$ cat src/rtl/wfg_pkg.sv
// Shared types and constants of the window fold gather address generator.
// Depends on nothing; every other file of the block imports it.
package wfg_pkg;

    localparam int CFG_INDEX_W = 3;
    localparam int CFG_DATA_W  = 31;
    localparam int SIZE_W      = 7;
    localparam int STEP_W      = 16;
    localparam int FOLD_W      = 16;
    localparam int STRIDE_W    = 31;
    localparam int BASE_W      = 31;

    localparam logic [SIZE_W-1:0] MAX_WINDOW = 7'd64;

    localparam logic [CFG_INDEX_W-1:0] REG_WINDOW_SIZE = 3'd0;
    localparam logic [CFG_INDEX_W-1:0] REG_WINDOW_STEP = 3'd1;
    localparam logic [CFG_INDEX_W-1:0] REG_FOLD_COUNT  = 3'd2;
    localparam logic [CFG_INDEX_W-1:0] REG_FOLD_STRIDE = 3'd3;
    localparam logic [CFG_INDEX_W-1:0] REG_ELEM_STRIDE = 3'd4;

    // Effective configuration: window size saturated, zero step read as one.
    typedef struct packed {
        logic [SIZE_W-1:0]   size;
        logic [STEP_W-1:0]   step;
        logic [FOLD_W-1:0]   fold_count;
        logic [STRIDE_W-1:0] fold_stride;
        logic [STRIDE_W-1:0] elem_stride;
    } wfg_cfg_t;

    // One classified item handed from the front to the back.
    typedef struct packed {
        logic                empty;
        logic [FOLD_W-1:0]   first;
        logic [FOLD_W-1:0]   final_f;
        logic [SIZE_W-1:0]   win_ofs;
        logic [BASE_W-1:0]   base;
    } wfg_entry_t;

endpackage

$ cat src/rtl/wfg_front.sv
// Front of the fold gather generator: accepts an item and finds its window range.
// Depends on wfg_pkg; two restoring dividers run in lockstep, one bit a cycle.
module wfg_front import wfg_pkg::*; #(
    parameter int PW = 16
) (
    input  logic          clk,
    input  logic          rst_n,
    input  wfg_cfg_t      cfg,
    input  logic          in_valid,
    output logic          in_stall,
    input  logic [PW-1:0] position,
    input  logic [BASE_W-1:0] base_offset,
    output logic          push_valid,
    input  logic          push_ready,
    output wfg_entry_t    push_entry
);

    localparam int CW    = (PW > FOLD_W) ? PW : FOLD_W;
    localparam int CNT_W = $clog2(PW);

    localparam logic [1:0] ST_IDLE = 2'd0;
    localparam logic [1:0] ST_DIV  = 2'd1;
    localparam logic [1:0] ST_PUSH = 2'd2;

    logic [1:0]        state_reg, state_next;
    logic [CNT_W-1:0]  cnt_reg, cnt_next;
    logic [PW-1:0]     dvd1_reg, dvd1_next, dvd2_reg, dvd2_next;
    logic [STEP_W-1:0] rem1_reg, rem1_next, rem2_reg, rem2_next;
    logic [PW-1:0]     pos_reg;
    logic [BASE_W-1:0] base_reg;
    logic              ge_reg;

    logic [STEP_W:0]   trial1, trial2, sub1, sub2;
    logic              take1, take2;
    logic              accept;
    logic              pos_ge;
    logic [CW-1:0]     quot, fcm1, final_c;
    logic [CW:0]       first_c;
    logic [STEP_W:0]   within_w;

    assign accept   = in_valid && !in_stall;
    assign in_stall = (state_reg != ST_IDLE);
    assign pos_ge   = (CW'(position) >= CW'(cfg.size));

    // One quotient bit per cycle for pos/step and (pos-size)/step.
    always_comb
    begin
        trial1    = {rem1_reg, dvd1_reg[PW-1]};
        trial2    = {rem2_reg, dvd2_reg[PW-1]};
        sub1      = trial1 - {1'b0, cfg.step};
        sub2      = trial2 - {1'b0, cfg.step};
        take1     = (trial1 >= {1'b0, cfg.step});
        take2     = (trial2 >= {1'b0, cfg.step});
        rem1_next = take1 ? sub1[STEP_W-1:0] : trial1[STEP_W-1:0];
        rem2_next = take2 ? sub2[STEP_W-1:0] : trial2[STEP_W-1:0];
        dvd1_next = {dvd1_reg[PW-2:0], take1};
        dvd2_next = {dvd2_reg[PW-2:0], take2};
    end

    // Classify the item once both quotients are in.
    always_comb
    begin
        quot     = CW'(dvd1_reg);
        fcm1     = CW'(cfg.fold_count - 16'd1);
        final_c  = (quot > fcm1) ? fcm1 : quot;
        first_c  = ge_reg ? ((CW+1)'(dvd2_reg) + (CW+1)'(1)) : '0;
        within_w = {10'd0, cfg.size} + {1'b0, rem2_reg} - {1'b0, cfg.step};
        push_entry.empty   = (cfg.size == '0) || (cfg.fold_count == '0) ||
                             (first_c > {1'b0, final_c});
        push_entry.first   = first_c[FOLD_W-1:0];
        push_entry.final_f = final_c[FOLD_W-1:0];
        push_entry.win_ofs = ge_reg ? within_w[SIZE_W-1:0] : pos_reg[SIZE_W-1:0];
        push_entry.base    = base_reg;
    end

    assign push_valid = (state_reg == ST_PUSH);

    always_comb
    begin
        state_next = state_reg;
        cnt_next   = cnt_reg;
        unique case (state_reg)
            ST_IDLE:
            begin
                cnt_next = '0;
                if (accept)
                    state_next = ST_DIV;
            end
            ST_DIV:
            begin
                cnt_next = cnt_reg + CNT_W'(1);
                if (cnt_reg == CNT_W'(PW - 1))
                    state_next = ST_PUSH;
            end
            ST_PUSH:
            begin
                if (push_ready)
                    state_next = ST_IDLE;
            end
            default:
            begin
                state_next = ST_IDLE;
            end
        endcase
    end

    always_ff @(posedge clk or negedge rst_n)
    begin
        if (!rst_n)
        begin
            state_reg <= ST_IDLE;
            cnt_reg   <= '0;
        end
        else
        begin
            state_reg <= state_next;
            cnt_reg   <= cnt_next;
        end
    end

    always_ff @(posedge clk)
    begin
        if (accept)
        begin
            pos_reg  <= position;
            base_reg <= base_offset;
            ge_reg   <= pos_ge;
            dvd1_reg <= position;
            dvd2_reg <= pos_ge ? (position - PW'(cfg.size)) : '0;
            rem1_reg <= '0;
            rem2_reg <= '0;
        end
        else if (state_reg == ST_DIV)
        begin
            dvd1_reg <= dvd1_next;
            dvd2_reg <= dvd2_next;
            rem1_reg <= rem1_next;
            rem2_reg <= rem2_next;
        end
    end

endmodule

$ cat src/rtl/wfg_queue.sv
// Two-entry queue of classified items between front and back.
// Depends on wfg_pkg for the entry type.
module wfg_queue import wfg_pkg::*; (
    input  logic       clk,
    input  logic       rst_n,
    input  logic       push_valid,
    output logic       push_ready,
    input  wfg_entry_t push_entry,
    output logic       pop_valid,
    input  logic       pop_ready,
    output wfg_entry_t pop_entry
);

    wfg_entry_t mem_reg [2];
    logic       wr_ptr_reg, rd_ptr_reg;
    logic [1:0] count_reg, count_next;
    logic       do_push, do_pop;

    assign push_ready = (count_reg != 2'd2);
    assign pop_valid  = (count_reg != 2'd0);
    assign pop_entry  = mem_reg[rd_ptr_reg];
    assign do_push    = push_valid && push_ready;
    assign do_pop     = pop_valid && pop_ready;

    always_comb
    begin
        count_next = count_reg;
        if (do_push && !do_pop)
            count_next = count_reg + 2'd1;
        else if (do_pop && !do_push)
            count_next = count_reg - 2'd1;
    end

    always_ff @(posedge clk or negedge rst_n)
    begin
        if (!rst_n)
        begin
            wr_ptr_reg <= 1'b0;
            rd_ptr_reg <= 1'b0;
            count_reg  <= 2'd0;
        end
        else
        begin
            count_reg <= count_next;
            if (do_push)
                wr_ptr_reg <= !wr_ptr_reg;
            if (do_pop)
                rd_ptr_reg <= !rd_ptr_reg;
        end
    end

    always_ff @(posedge clk)
    begin
        if (do_push)
            mem_reg[wr_ptr_reg] <= push_entry;
    end

endmodule

$ cat src/rtl/wfg_back.sv
// Back of the fold gather generator: walks the window range, one beat a cycle unless out_stall holds it.
// Depends on wfg_pkg; offsets advance by a per-item delta after one multiply stage.
module wfg_back import wfg_pkg::*; #(
    parameter int OW = 32
) (
    input  logic          clk,
    input  logic          rst_n,
    input  wfg_cfg_t      cfg,
    input  logic          pop_valid,
    output logic          pop_ready,
    input  wfg_entry_t    pop_entry,
    output logic          out_valid,
    input  logic          out_stall,
    output logic [OW-1:0] source_offset,
    output logic [FOLD_W-1:0] window_index,
    output logic          contributes,
    output logic          last
);

    localparam logic [1:0] ST_IDLE = 2'd0;
    localparam logic [1:0] ST_MUL  = 2'd1;
    localparam logic [1:0] ST_SUM  = 2'd2;
    localparam logic [1:0] ST_EMIT = 2'd3;

    logic [1:0]        state_reg, state_next;
    wfg_entry_t        ent_reg;
    logic [OW-1:0]     p1_reg, p2_reg, p3_reg;
    logic [OW-1:0]     off_reg, delta_reg;
    logic [FOLD_W-1:0] f_reg;
    logic              out_valid_reg;
    logic [OW-1:0]     source_offset_reg;
    logic [FOLD_W-1:0] window_index_reg;
    logic              contributes_reg, last_reg;

    logic [46:0]       p1_full, p3_full;
    logic [37:0]       p2_full;
    logic              load, is_last;

    assign pop_ready = (state_reg == ST_IDLE);
    assign load      = (state_reg == ST_EMIT) && (!out_valid_reg || !out_stall);
    assign is_last   = ent_reg.empty || (f_reg == ent_reg.final_f);

    assign p1_full = 47'(ent_reg.first) * 47'(cfg.fold_stride);
    assign p2_full = 38'(ent_reg.win_ofs) * 38'(cfg.elem_stride);
    assign p3_full = 47'(cfg.step) * 47'(cfg.elem_stride);

    always_comb
    begin
        state_next = state_reg;
        unique case (state_reg)
            ST_IDLE:
            begin
                if (pop_valid)
                    state_next = ST_MUL;
            end
            ST_MUL:
            begin
                state_next = ST_SUM;
            end
            ST_SUM:
            begin
                state_next = ST_EMIT;
            end
            ST_EMIT:
            begin
                if (load && is_last)
                    state_next = ST_IDLE;
            end
            default:
            begin
                state_next = ST_IDLE;
            end
        endcase
    end

    always_ff @(posedge clk or negedge rst_n)
    begin
        if (!rst_n)
        begin
            state_reg     <= ST_IDLE;
            out_valid_reg <= 1'b0;
        end
        else
        begin
            state_reg <= state_next;
            if (load)
                out_valid_reg <= 1'b1;
            else if (!out_stall)
                out_valid_reg <= 1'b0;
        end
    end

    always_ff @(posedge clk)
    begin
        if (pop_valid && pop_ready)
            ent_reg <= pop_entry;
        if (state_reg == ST_MUL)
        begin
            p1_reg <= p1_full[OW-1:0];
            p2_reg <= p2_full[OW-1:0];
            p3_reg <= p3_full[OW-1:0];
        end
        if (state_reg == ST_SUM)
        begin
            off_reg   <= OW'(ent_reg.base) + p1_reg + p2_reg;
            delta_reg <= OW'(cfg.fold_stride) - p3_reg;
            f_reg     <= ent_reg.first;
        end
        if (load)
        begin
            source_offset_reg <= ent_reg.empty ? '0 : off_reg;
            window_index_reg  <= ent_reg.empty ? '0 : f_reg;
            contributes_reg   <= !ent_reg.empty;
            last_reg          <= is_last;
            off_reg           <= off_reg + delta_reg;
            f_reg             <= f_reg + 16'd1;
        end
    end

    assign out_valid     = out_valid_reg;
    assign source_offset = source_offset_reg;
    assign window_index  = window_index_reg;
    assign contributes   = contributes_reg;
    assign last          = last_reg;

endmodule

$ cat src/rtl/window_fold_gather_address_generator.sv
// Window fold gather address generator: for each output position, emit the
// source offsets of every sliding window that covers it, in ascending window
// order. The front divides the position (and the position less the window
// size) by the window step, one quotient bit per cycle. A two-entry queue
// separates it from the back, which runs its multiply and sum stages and then
// emits the result beats in turn, held by out_stall. Front and back overlap,
// with at most 64 results per item. A position that no window covers yields
// one beat with contributes low, offset and index zero.
// Configuration registers take writes in any cycle (cfg_ready is always high)
// but are meant to change only while the block is idle.
module window_fold_gather_address_generator import wfg_pkg::*; #(
    parameter int POSITION_WIDTH = 16,
    parameter int OFFSET_WIDTH   = 32
) (
    input  logic                      clk,
    input  logic                      rst_n,
    input  logic                      cfg_valid,
    output logic                      cfg_ready,
    input  logic [CFG_INDEX_W-1:0]    cfg_index,
    input  logic [CFG_DATA_W-1:0]     cfg_data,
    input  logic                      in_valid,
    output logic                      in_stall,
    input  logic [POSITION_WIDTH-1:0] position,
    input  logic [BASE_W-1:0]         base_offset,
    output logic                      out_valid,
    input  logic                      out_stall,
    output logic [OFFSET_WIDTH-1:0]   source_offset,
    output logic [FOLD_W-1:0]         window_index,
    output logic                      contributes,
    output logic                      last
);

    // Configuration registers, reset to a single one-element window.
    logic [SIZE_W-1:0]   window_size_reg;
    logic [STEP_W-1:0]   window_step_reg;
    logic [FOLD_W-1:0]   fold_count_reg;
    logic [STRIDE_W-1:0] fold_stride_reg;
    logic [STRIDE_W-1:0] elem_stride_reg;
    wfg_cfg_t            cfg;

    logic       push_valid, push_ready, pop_valid, pop_ready;
    wfg_entry_t push_entry, pop_entry;

    assign cfg_ready = 1'b1;

    always_ff @(posedge clk or negedge rst_n)
    begin
        if (!rst_n)
        begin
            window_size_reg <= 7'd1;
            window_step_reg <= 16'd1;
            fold_count_reg  <= 16'd1;
            fold_stride_reg <= '0;
            elem_stride_reg <= '0;
        end
        else if (cfg_valid && cfg_ready)
        begin
            unique case (cfg_index)
                REG_WINDOW_SIZE: window_size_reg <= cfg_data[SIZE_W-1:0];
                REG_WINDOW_STEP: window_step_reg <= cfg_data[STEP_W-1:0];
                REG_FOLD_COUNT:  fold_count_reg  <= cfg_data[FOLD_W-1:0];
                REG_FOLD_STRIDE: fold_stride_reg <= cfg_data;
                REG_ELEM_STRIDE: elem_stride_reg <= cfg_data;
                default:
                begin
                    // drop writes beyond the register list
                end
            endcase
        end
    end

    // Saturate the window size at 64 and read a zero step as one.
    always_comb
    begin
        cfg.size        = (window_size_reg > MAX_WINDOW) ? MAX_WINDOW : window_size_reg;
        cfg.step        = (window_step_reg == '0) ? 16'd1 : window_step_reg;
        cfg.fold_count  = fold_count_reg;
        cfg.fold_stride = fold_stride_reg;
        cfg.elem_stride = elem_stride_reg;
    end

    wfg_front #(
        .PW (POSITION_WIDTH)
    ) u_front (
        .clk         (clk),
        .rst_n       (rst_n),
        .cfg         (cfg),
        .in_valid    (in_valid),
        .in_stall    (in_stall),
        .position    (position),
        .base_offset (base_offset),
        .push_valid  (push_valid),
        .push_ready  (push_ready),
        .push_entry  (push_entry)
    );

    wfg_queue u_queue (
        .clk        (clk),
        .rst_n      (rst_n),
        .push_valid (push_valid),
        .push_ready (push_ready),
        .push_entry (push_entry),
        .pop_valid  (pop_valid),
        .pop_ready  (pop_ready),
        .pop_entry  (pop_entry)
    );

    wfg_back #(
        .OW (OFFSET_WIDTH)
    ) u_back (
        .clk           (clk),
        .rst_n         (rst_n),
        .cfg           (cfg),
        .pop_valid     (pop_valid),
        .pop_ready     (pop_ready),
        .pop_entry     (pop_entry),
        .out_valid     (out_valid),
        .out_stall     (out_stall),
        .source_offset (source_offset),
        .window_index  (window_index),
        .contributes   (contributes),
        .last          (last)
    );

`ifndef SYNTH
    // An uncovered position ends its item at once.
    a_uncovered_last: assert property (@(posedge clk) disable iff (!rst_n)
        out_valid && !contributes |-> last)
        else $error("non-contributing beat without last");

    // An uncovered beat carries zero offset and window index.
    a_uncovered_zero: assert property (@(posedge clk) disable iff (!rst_n)
        out_valid && !contributes |-> (source_offset == '0) && (window_index == '0))
        else $error("non-contributing beat with nonzero fields");

    // The front is busy dividing right after it takes an item.
    a_front_busy: assert property (@(posedge clk) disable iff (!rst_n)
        in_valid && !in_stall |=> in_stall)
        else $error("front accepted back-to-back items");
`endif

endmodule
$ cat config.mk
export PLATFORM = sky130hd
export DESIGN_NAME = window_fold_gather_address_generator
export DESIGN_NICKNAME = d
export VERILOG_FILES = /design/src/rtl/wfg_pkg.sv /design/src/rtl/wfg_front.sv /design/src/rtl/wfg_queue.sv /design/src/rtl/wfg_back.sv /design/src/rtl/window_fold_gather_address_generator.sv
export SDC_FILE = /design/constraint.sdc
export NUM_CORES = 2
export LEC_CHECK = 0
export BUFFER_PORTS_ARGS = -buffer_cell sky130_fd_sc_hd__buf_4
export CAP_MARGIN = 5
export CORE_ASPECT_RATIO = 0.75
export CORE_MARGIN = 3
export CORE_UTILIZATION = 40
export DETAILED_ROUTE_END_ITERATION = 10
export PLACE_DENSITY = 0.63
export SLEW_MARGIN = 40
export SYNTH_ARGS = -nofsm -noshare
export SYNTH_HDL_FRONTEND = slang
export SYNTH_SLANG_ARGS = --single-unit
$ cat constraint.sdc
create_clock -name clk -period 8.2 [get_ports clk]
set_input_delay 1.64 -clock clk [delete_from_list [all_inputs] [get_ports clk]]
set_output_delay 1.64 -clock clk [all_outputs]
set_load 0.1 [all_outputs]
==> flow_summary.json <==
{
  "numPortBuffers": 137,
  "chipHeight_um": 342.7,
  "worst-path-max-fanout": 18,
  "grt_pass1_vias": 42480,
  "max_stage_delay_ns": 0.73,
  "reg2reg_depth": 22,
  "crit_path_end_kind": "flop",
  "io_pins": 139,
  "drc_errors": 0,
  "routed_via_density": 5.268,
  "synth_flop_cell": "edfxtp_1",
  "dieArea_um2": 155900,
  "synth_seq_cells": 656,
  "post_drt_wl_per_cell_um": 21.44,
  "holdPathEnd": "u_queue.mem_reg[0][17]",
  "worstSetupPathType": "reg2reg",
  "synth_nets": 7020,
  "synth-edff-count": 510,
  "dp.cells": 7750,
  "place_ws_ns": 1.108,
  "skew_ns": 0.04002,
  "regToRegSetupSlack_ns": 1.04,
  "tritoncts": "built",
  "holdPathStages": 0,
  "num_vias": 41530,
  "start_kind": "flop",
  "clock-sinks": 656,
  "crit_required_ns": 8.62,
  "drive_gt1_share_pct": 9.612,
  "hold_class": "reg2reg",
  "largest_register_ffs": 142,
  "die_w_um": 454.9,
  "min_period_over_period_pct": 87.30,
  "fin_ws_ns": 1.042,
  "area_growth_syn_to_layout_pct": 9.590,
  "rows": 122,
  "finalCoreUtilization_pct": 44.52,
  "antennaDiodeCount": 0,
  "cts_resized": 0,
  "rsz0062_at_grt": "no",
  "place_congestion": 0.9249,
  "rr_endpoint": "u_back.p3_reg[31]",
  "fmax_mhz": 139.7,
  "path_cells": "buf_4 > nand2_1 > fa_1 > fa_1 > fa_1 > inv_1 > fa_1 > fa_1 > inv_1 > fa_1 > inv_1 > ha_1 > o21a_1 > nand3_1 > o21ai_0 > o2111a_1 > nor2_1 > o31ai_1 > nor4_1 > o41ai_1 > a21oi_1 > xnor2_1",
  "cts_hold_buf": 0,
  "drtAntennaViolNets": 0,
  "coreArea_um2": 148800,
  "drt_iter0_markers": 3720,
  "worstReg2RegStart": "window_step_reg[1]",
  "cp_common_cell": "fa_1",
  "ys_seq_area_share_pct": 31.12,
  "layout_commonest_cell": "nand2_1",
  "cts_root_buf": "clkbuf_16",
  "slew_headroom_pct": 39.80,
  "cts_max_path_buffers": 3,
  "cap_violations": 0,
  "grt-ovfl-total": 0,
  "status": "completed",
  "arrival_ns": 7.58,
  "async_reset_ff_share_pct": 17.38,
  "syn_inst": 5803,
  "post_cts_buffers": 0,
  "synth.cell_area_um2": 60460,
  "synth_cell_types": 84,
  "insertion_delay_ns": 0.68,
  "firstDrtPassIters": 7,
  "layout_common_cells": "nand2_1, inv_1, fa_1",
  "period_needed_ns": 7.158,
  "dp_hpwl_um": 131700,
  "setup_viol": 0,
  "grt_antenna_before_repair": 3,
  "initial_core_util_pct": 40.62,
  "path_clk_slew_ns": 0.07,
  "syn_avg_cell_area_um2": 10.42,
  "post_layout_nonfiller_instances": 7883,
  "nNetsFinal": 7059,
  "htreeDepth": 3,
  "cts_buffers": 73,
  "min_from": "u_front.base_reg[17]",
  "wl_um": 169000,
  "ys_warn_count": 0,
  "grt_max_degree": 71,
  "grt_usage_pct": 21.90,
  "final.setup.tns_ns": 0,
  "cpMaxStageDelayCell": "dfrtp_1",
  "drv_slew": 0,
  "grt_first_pass_wirelength_um": 261600,
  "tightest_slew_ns": 0.9030,
  "hold_viol_final": 0
}
critical path: cells and delay by family, from the launching register on:
family                   cells  cell delay, ns
flip-flops                   1            0.73
buffers and inverters        4            0.53
XOR/XNOR                     1            0.14
AO/OA/AOI/OAI                6            1.72
AND/OR/NAND/NOR              4            0.41
adder cells (fa/ha/maj)      7            3.37
layer usage:
metal  vias up  track usage, %  part of all wire, %  wire length, um
met4         0           7.162                  3.5             5874
met1     21000           32.73                   46            77880
met5         -               0                    0                0
met2      1627           32.05                   43            72410
li1      18690               -                    -                -
met3       211           3.920                  7.6            12820
synth_stat cells (51+ instances only):
master,number,area (um2)
and2_1,319,1996
nand2_1,933,3502
edfxtp_1,510,15310
nor2_1,133,499.2
a21oi_1,173,865.8
a21o_1,73,548.0
clkbuf_1,224,840.8
mux2_2,174,1959
xnor2_1,215,1883
fa_1,783,15680
mux2i_1,51,510.5
dfrtp_1,111,2778
xor2_1,109,954.7
ha_1,348,4354
o21ai_0,173,865.8
inv_1,876,3288
nor2b_1,83,519.3
cell type report:
class / instances / area, um2
multi-input cells: 4024 / 37500
inverters: 876 / 3291
clock inverters: 39 / 511.7
flip-flops and latches: 656 / 18840
repair buffers: 211 / 1634
well taps: 1984 / 2482
fillers: 13960 / 82580
clock buffers: 93 / 1994
how the worst max path moves through the flow:
| stage | from | to | slack, ns | cells past startpoint |
|---|---|---|---|---|
| after global routing | window_step_reg[1] | u_back.p3_reg[31] | 0.53 | 22 |
| after floorplan | u_back.ent_reg[58] | u_back.p1_reg[25] | 1.84 | 26 |
| after CTS | window_step_reg[1] | u_back.p3_reg[31] | 1.07 | 22 |
| final | window_step_reg[1] | u_back.p3_reg[31] | 1.04 | 22 |
| after detailed placement | window_step_reg[1] | u_back.p3_reg[31] | 1.11 | 22 |
| after global placement | window_step_reg[4] | u_back.p3_reg[30] | 1.20 | 23 |
through the flow:
stage	cell area (um2)	hold slack [ns]
floorplan	60460	0.4215
global placement	63640	0.4288
detailed placement	63700	0.4372
CTS	66210	0.4328
global route	66250	0.4398
finish	66250	0.4275
cell families (layout without fill, tap and decap cells):
family | count (synthesis) | in the layout | synth area share [%]
multiplexers | 226 | 226 | 4.104
other | 1 | 1 | 0.006203
flip-flops | 656 | 656 | 31.12
buffers and inverters | 1123 | 1219 | 7.008
AND/OR/NAND/NOR | 1697 | 1697 | 13.14
AO/OA/AOI/OAI | 645 | 645 | 6.799
adder cells (fa/ha/maj) | 1131 | 1131 | 33.13
XOR/XNOR | 324 | 324 | 4.694
Power is left out: the tool's default activity adds up to more than one toggle a clock period on the data nets, which glitch-free logic cannot reach.
